File: src/design/tab_separated_record_receiver_defines.svh
// assertion helpers for the record receiver
`ifndef TAB_SEPARATED_RECORD_RECEIVER_DEFINES_SVH
`define TAB_SEPARATED_RECORD_RECEIVER_DEFINES_SVH

// implication checked on every clock edge outside reset
`define TSR_ASSERT_IMP(lbl, clk, rst_n, ante, cons) \
    lbl: assert property (@(posedge clk) disable iff (!rst_n) (ante) |-> (cons)) \
        else $error("assertion failed");

// next-cycle implication
`define TSR_ASSERT_NXT(lbl, clk, rst_n, ante, cons) \
    lbl: assert property (@(posedge clk) disable iff (!rst_n) (ante) |=> (cons)) \
        else $error("assertion failed");

`endif

File: src/design/tsr_ram.sv
module tsr_ram #(
    parameter int WIDTH = 8,
    parameter int DEPTH = 16
) (
    input  logic                     i_clk,
    input  logic                     i_we,
    input  logic [$clog2(DEPTH)-1:0] i_waddr,
    input  logic [WIDTH-1:0]         i_wdata,
    input  logic [$clog2(DEPTH)-1:0] i_raddr,
    output logic [WIDTH-1:0]         o_rdata
);
    logic [WIDTH-1:0] r_mem [DEPTH];
    logic [WIDTH-1:0] r_rdata;

    // one write port, registered read port
    always_ff @(posedge i_clk) begin
        if (i_we) begin
            r_mem[i_waddr] <= i_wdata;
        end
        r_rdata <= r_mem[i_raddr];
    end

    assign o_rdata = r_rdata;
endmodule
File: config.mk
export PLATFORM = sky130hd
export DESIGN_NAME = tsr_ram
export DESIGN_NICKNAME = d
export VERILOG_FILES = /design/src/design/tab_separated_record_receiver_defines.svh /design/src/design/tsr_ram.sv
export SDC_FILE = /design/constraint.sdc
export NUM_CORES = 1
export LEC_CHECK = 0
export ABC_CLOCK_PERIOD_IN_PS = 2290
export BUFFER_PORTS_ARGS = -buffer_cell sky130_fd_sc_hd__buf_4
export CORE_UTILIZATION = 60
export DETAILED_ROUTE_END_ITERATION = 8
export PLACE_DENSITY_LB_ADDON = 0.15
export REMOVE_ABC_BUFFERS = 1
export SLEW_MARGIN = 20
export SYNTH_ARGS = -nofsm -noshare
export SYNTH_HDL_FRONTEND = slang
export SYNTH_SLANG_ARGS = --single-unit
File: constraint.sdc
create_clock -name i_clk -period 2.29 [get_ports i_clk]
set_clock_uncertainty 0.2 [all_clocks]
set_input_delay 0 -clock i_clk [delete_from_list [all_inputs] [get_ports i_clk]]
set_output_delay 0 -clock i_clk [all_outputs]
set_load 0.1 [all_outputs]
==> results.toml <==
[outcome]
status = "complete, no violations"

[clock_network]
cts_num_sinks = 136
cts_tree = "built"
postCtsSetupRepairBufs = 0
clkLatencyLatePin_ns = 0.51
clkSlewWorstSetupHoldPaths_ns = 0.06
root_buffer = "sky130_fd_sc_hd__clkbuf_8"
clockBufferDepth = 2
numCtsBuffers = 17
ctsHtreeMaxLevel = 4

[timing]
timing.final.max_slew_violations = 0
number_of_endpoints_failing_setup_at_the_final_stage = 0
timing.final.crit_share_pct = 93.9
fin_setup_tns_ns = 0
tightest_slew_ns = 0.636
timing.final.crit_period_ns = 2.15
timing_hold_violations_final = 0
rsz_0062_raised_after_global_routing = "no"
max_clock_freq_mhz = 465
maxSlewHeadroom_pct = 57.4

[worst_setup_path]
r2r_setup_slack_ns = 0.27
worst_path_dominant_cell_family = "buffers and inverters"
slowest_cell_on_crit_path = "sky130_fd_sc_hd__mux4_1"
cp_num_cells = 7
critical_path.cell_chain = "dlygate4sd3_1 -> buf_6 -> buf_12 -> mux4_1 -> a22oi_1 -> dlygate4sd3_1 -> nand2_1"
setup.worst_path.end_class = "flop"
rr_endpoint = "o_rdata[5]"
worst_r2r_path_depth = 4
crit_fanout = 14
cp_num_buf_inv = 4
critical_path_class = "in -> reg"
worstSetupStartpointType = "input pin"
crit_path_start = "i_raddr[0]"
cpPeakStageDelay_ns = 0.57
wp_data_required_ns = 2.48
cell_mode_on_critical_path = "sky130_fd_sc_hd__dlygate4sd3_1"
timing.critical_path.arrival_ns = 2.34
r2r_start = "r_mem[9][5]"
crit_path_end = "o_rdata[5]"

[layout]
final_layout_size_suffix_gt1_share_pct = 28.8
area_growth_pct = 23.3
fin_cells = 421
antenna_cells = 0
fillerInstances = 427
finish.net_count = 321

[detailed_routing]
routed_wirelength_um = 9340
route.antenna.remaining_nets = 0
drt_first_iter_violations = 192
routed-via-count = 2488
vias_per_cell = 5.91
first_pass_iters = 4
drt_drc_violations_left = 0
route.detailed.wl_per_inst_um = 22.2

[pwr]
power_per_cell_area_nw_per_um2 = 933
leakage_power_figure_nw = 2.19
ir_worst_vdd_mv = 0.558

[die]
die-width_um = 94.6
rows = 33
die_height_um = 94.6
ioPinCount = 26
die_area_um2 = 8950
core_region_area_um2 = 8260
initial_core_util_pct = 62.3

[yosys]
multiplexer_fraction_of_the_synthesized_cell_area_pct = 15.0
post_synth_and_or_nand_nor_area_fraction_pct = 3.18
synth.top_cells.by_area = "sky130_fd_sc_hd__edfxtp_1, sky130_fd_sc_hd__mux4_2, sky130_fd_sc_hd__mux4_1"
synthAdderAreaFrac_pct = 0
yosys.cell_count.top_type = "sky130_fd_sc_hd__edfxtp_1"
netlist-cell-type-count = 19
syn_avg_cell_area_um2 = 22.5
post_synth_instance_area_um2 = 5150
postSynthRegisterBits = 136
synth_enable_flop_cells = 128
synth_compound_area_share_pct = 2.33
synth_top_cell_by_area = "sky130_fd_sc_hd__edfxtp_1"
yosys_warnings = 0
synth_top_area_share_pct = 74.7
postSynth.asyncResetShare_pct = 0
synth_xor_area_share_pct = 0
synthesis.instances = 229
netlist_top_cells_count = "sky130_fd_sc_hd__edfxtp_1, sky130_fd_sc_hd__mux4_2, sky130_fd_sc_hd__a22oi_1"
yosys_most_used_dff = "sky130_fd_sc_hd__edfxtp_1"
synth.yosys.seq_area_share_pct = 77.8
synth_top_family_by_area = "multiplexers"

[global_route]
grt_start_max_net_pins = 33
number_of_global_route_vias_before_repair = 2589
first_pass_grt_wire_length_um = 14400
global_route_usage_over_all_layers_pct = 23.8
grt.overflow.total = 0
antenna_found_initial = 0

[place]
io_buffers = 25
final_weighted_congestion_of_routability_driven_global_placement = 0.761
dp_hpwl_um = 5590
placed_cells = 368

[hold_path]
hold_path.class = "in -> reg"

[flow_run]
max_cap_viol_count = 0
==> worst min-delay path by stage <==
| stage | depth (start not counted) | to | slack [ns] | from |
|---|---|---|---|---|
| floorplan | 0 | r_mem[0][0] | -0.10 | i_wdata[0] |
| global placement | 1 | r_mem[7][0] | 0.1 | i_wdata[0] |
| detailed placement | 1 | r_mem[7][5] | 0.11 | i_wdata[5] |
| CTS | 2 | r_mem[7][5] | 0.11 | i_wdata[5] |
| global route | 2 | r_mem[6][0] | 0.15 | i_wdata[0] |
| finish | 2 | r_mem[6][0] | 0.15 | i_wdata[0] |
==> repair_timing <==
item / CTS / global route
hold endpoints to repair: 249 / 0
resized for setup: 0 / 1
endpoints found under the setup margin: 0 / 2
hold buffers: 22 / 0
==> layer usage <==
metal	track usage, %	wire [µm]
met2	37.1	4720
met3	5.80	544
met5	0	0
met4	8.96	117
met1	33.0	3950
==> layout by cell type, fill, tap and decap left out <==
| master | instances |
|---|---|
| sky130_fd_sc_hd__dlygate4sd3_1 | 21 |
| sky130_fd_sc_hd__clkinv_1 | 3 |
| sky130_fd_sc_hd__clkinv_4 | 2 |
| sky130_fd_sc_hd__clkinvlp_4 | 3 |
| sky130_fd_sc_hd__buf_6 | 1 |
| sky130_fd_sc_hd__nor3_1 | 4 |
| sky130_fd_sc_hd__mux4_2 | 18 |
| sky130_fd_sc_hd__mux4_1 | 14 |
| sky130_fd_sc_hd__a22oi_1 | 16 |
| sky130_fd_sc_hd__buf_4 | 42 |
| sky130_fd_sc_hd__clkinv_2 | 2 |
| sky130_fd_sc_hd__and2b_1 | 1 |
| sky130_fd_sc_hd__nand3_1 | 1 |
| sky130_fd_sc_hd__dfxtp_1 | 8 |
| sky130_fd_sc_hd__and2_1 | 1 |
| sky130_fd_sc_hd__or3b_2 | 1 |
| sky130_fd_sc_hd__nand3b_1 | 2 |
| sky130_fd_sc_hd__nand2b_1 | 2 |
| sky130_fd_sc_hd__edfxtp_1 | 128 |
| sky130_fd_sc_hd__clkbuf_1 | 1 |
| sky130_fd_sc_hd__bufinv_16 | 4 |
| sky130_fd_sc_hd__clkbuf_16 | 16 |
| sky130_fd_sc_hd__nand2_1 | 9 |
| sky130_fd_sc_hd__buf_12 | 1 |
| sky130_fd_sc_hd__nor2b_1 | 1 |
| sky130_fd_sc_hd__clkbuf_8 | 1 |
| sky130_fd_sc_hd__nor2_1 | 13 |
==> final cells by class <==
cell class	instances	area [µm²]	area share, %
Sequential cell	136	4000	63.1
Multi-Input combinational cell	83	1060	16.7
Clock inverter	14	181	2.86
Tap cell	105	131	2.07
Timing Repair Buffer	65	557	8.77
Clock buffer	18	418	6.58
==> cell families after synthesis <==
| family | Yosys count |
|---|---|
| muxes | 32 |
| buffers and inverters | 10 |
| and+or+nand+nor | 35 |
| AOI/OAI and AO/OA | 16 |
| DFF | 136 |
==> per-stage QoR <==
stage / hold slack (ns) / util [%] / setup WS, ns / power (mW) / area [µm²]
after floorplan: -0.101 / - / 0.597 / 3.08 / 5060
after global placement: 0.0973 / 67.0 / 0.555 / 3.23 / 5540
after global routing: 0.153 / 76.9 / 0.0166 / 6.08 / 6350
after CTS: 0.115 / 77.0 / 0.0620 / 5.96 / 6350
after detailed placement: 0.108 / 67.0 / 0.564 / 3.24 / 5540
final: 0.149 / 76.9 / 0.139 / 5.92 / 6350
==> worst register-to-register path, stage by stage (launching register included) <==
cell and delay, ns:
sky130_fd_sc_hd__edfxtp_1 0.37, sky130_fd_sc_hd__mux4_1 0.52, sky130_fd_sc_hd__a22oi_1 0.20, sky130_fd_sc_hd__dlygate4sd3_1 0.57, sky130_fd_sc_hd__nand2_1 0.05
==> power by group <==
group          total (mW)  internal [mW]  switching, mW
Combinational       0.418          0.152          0.266
Sequential           2.80           2.78         0.0146
Clock                2.71           1.75          0.956
Total                5.92           4.69           1.24
==> flip-flops by register name, summed over array words and instances (netlist names) <==
register and flops:
o_rdata 8, r_mem 128
No activity file was read; power rests on OpenSTA's default activity.
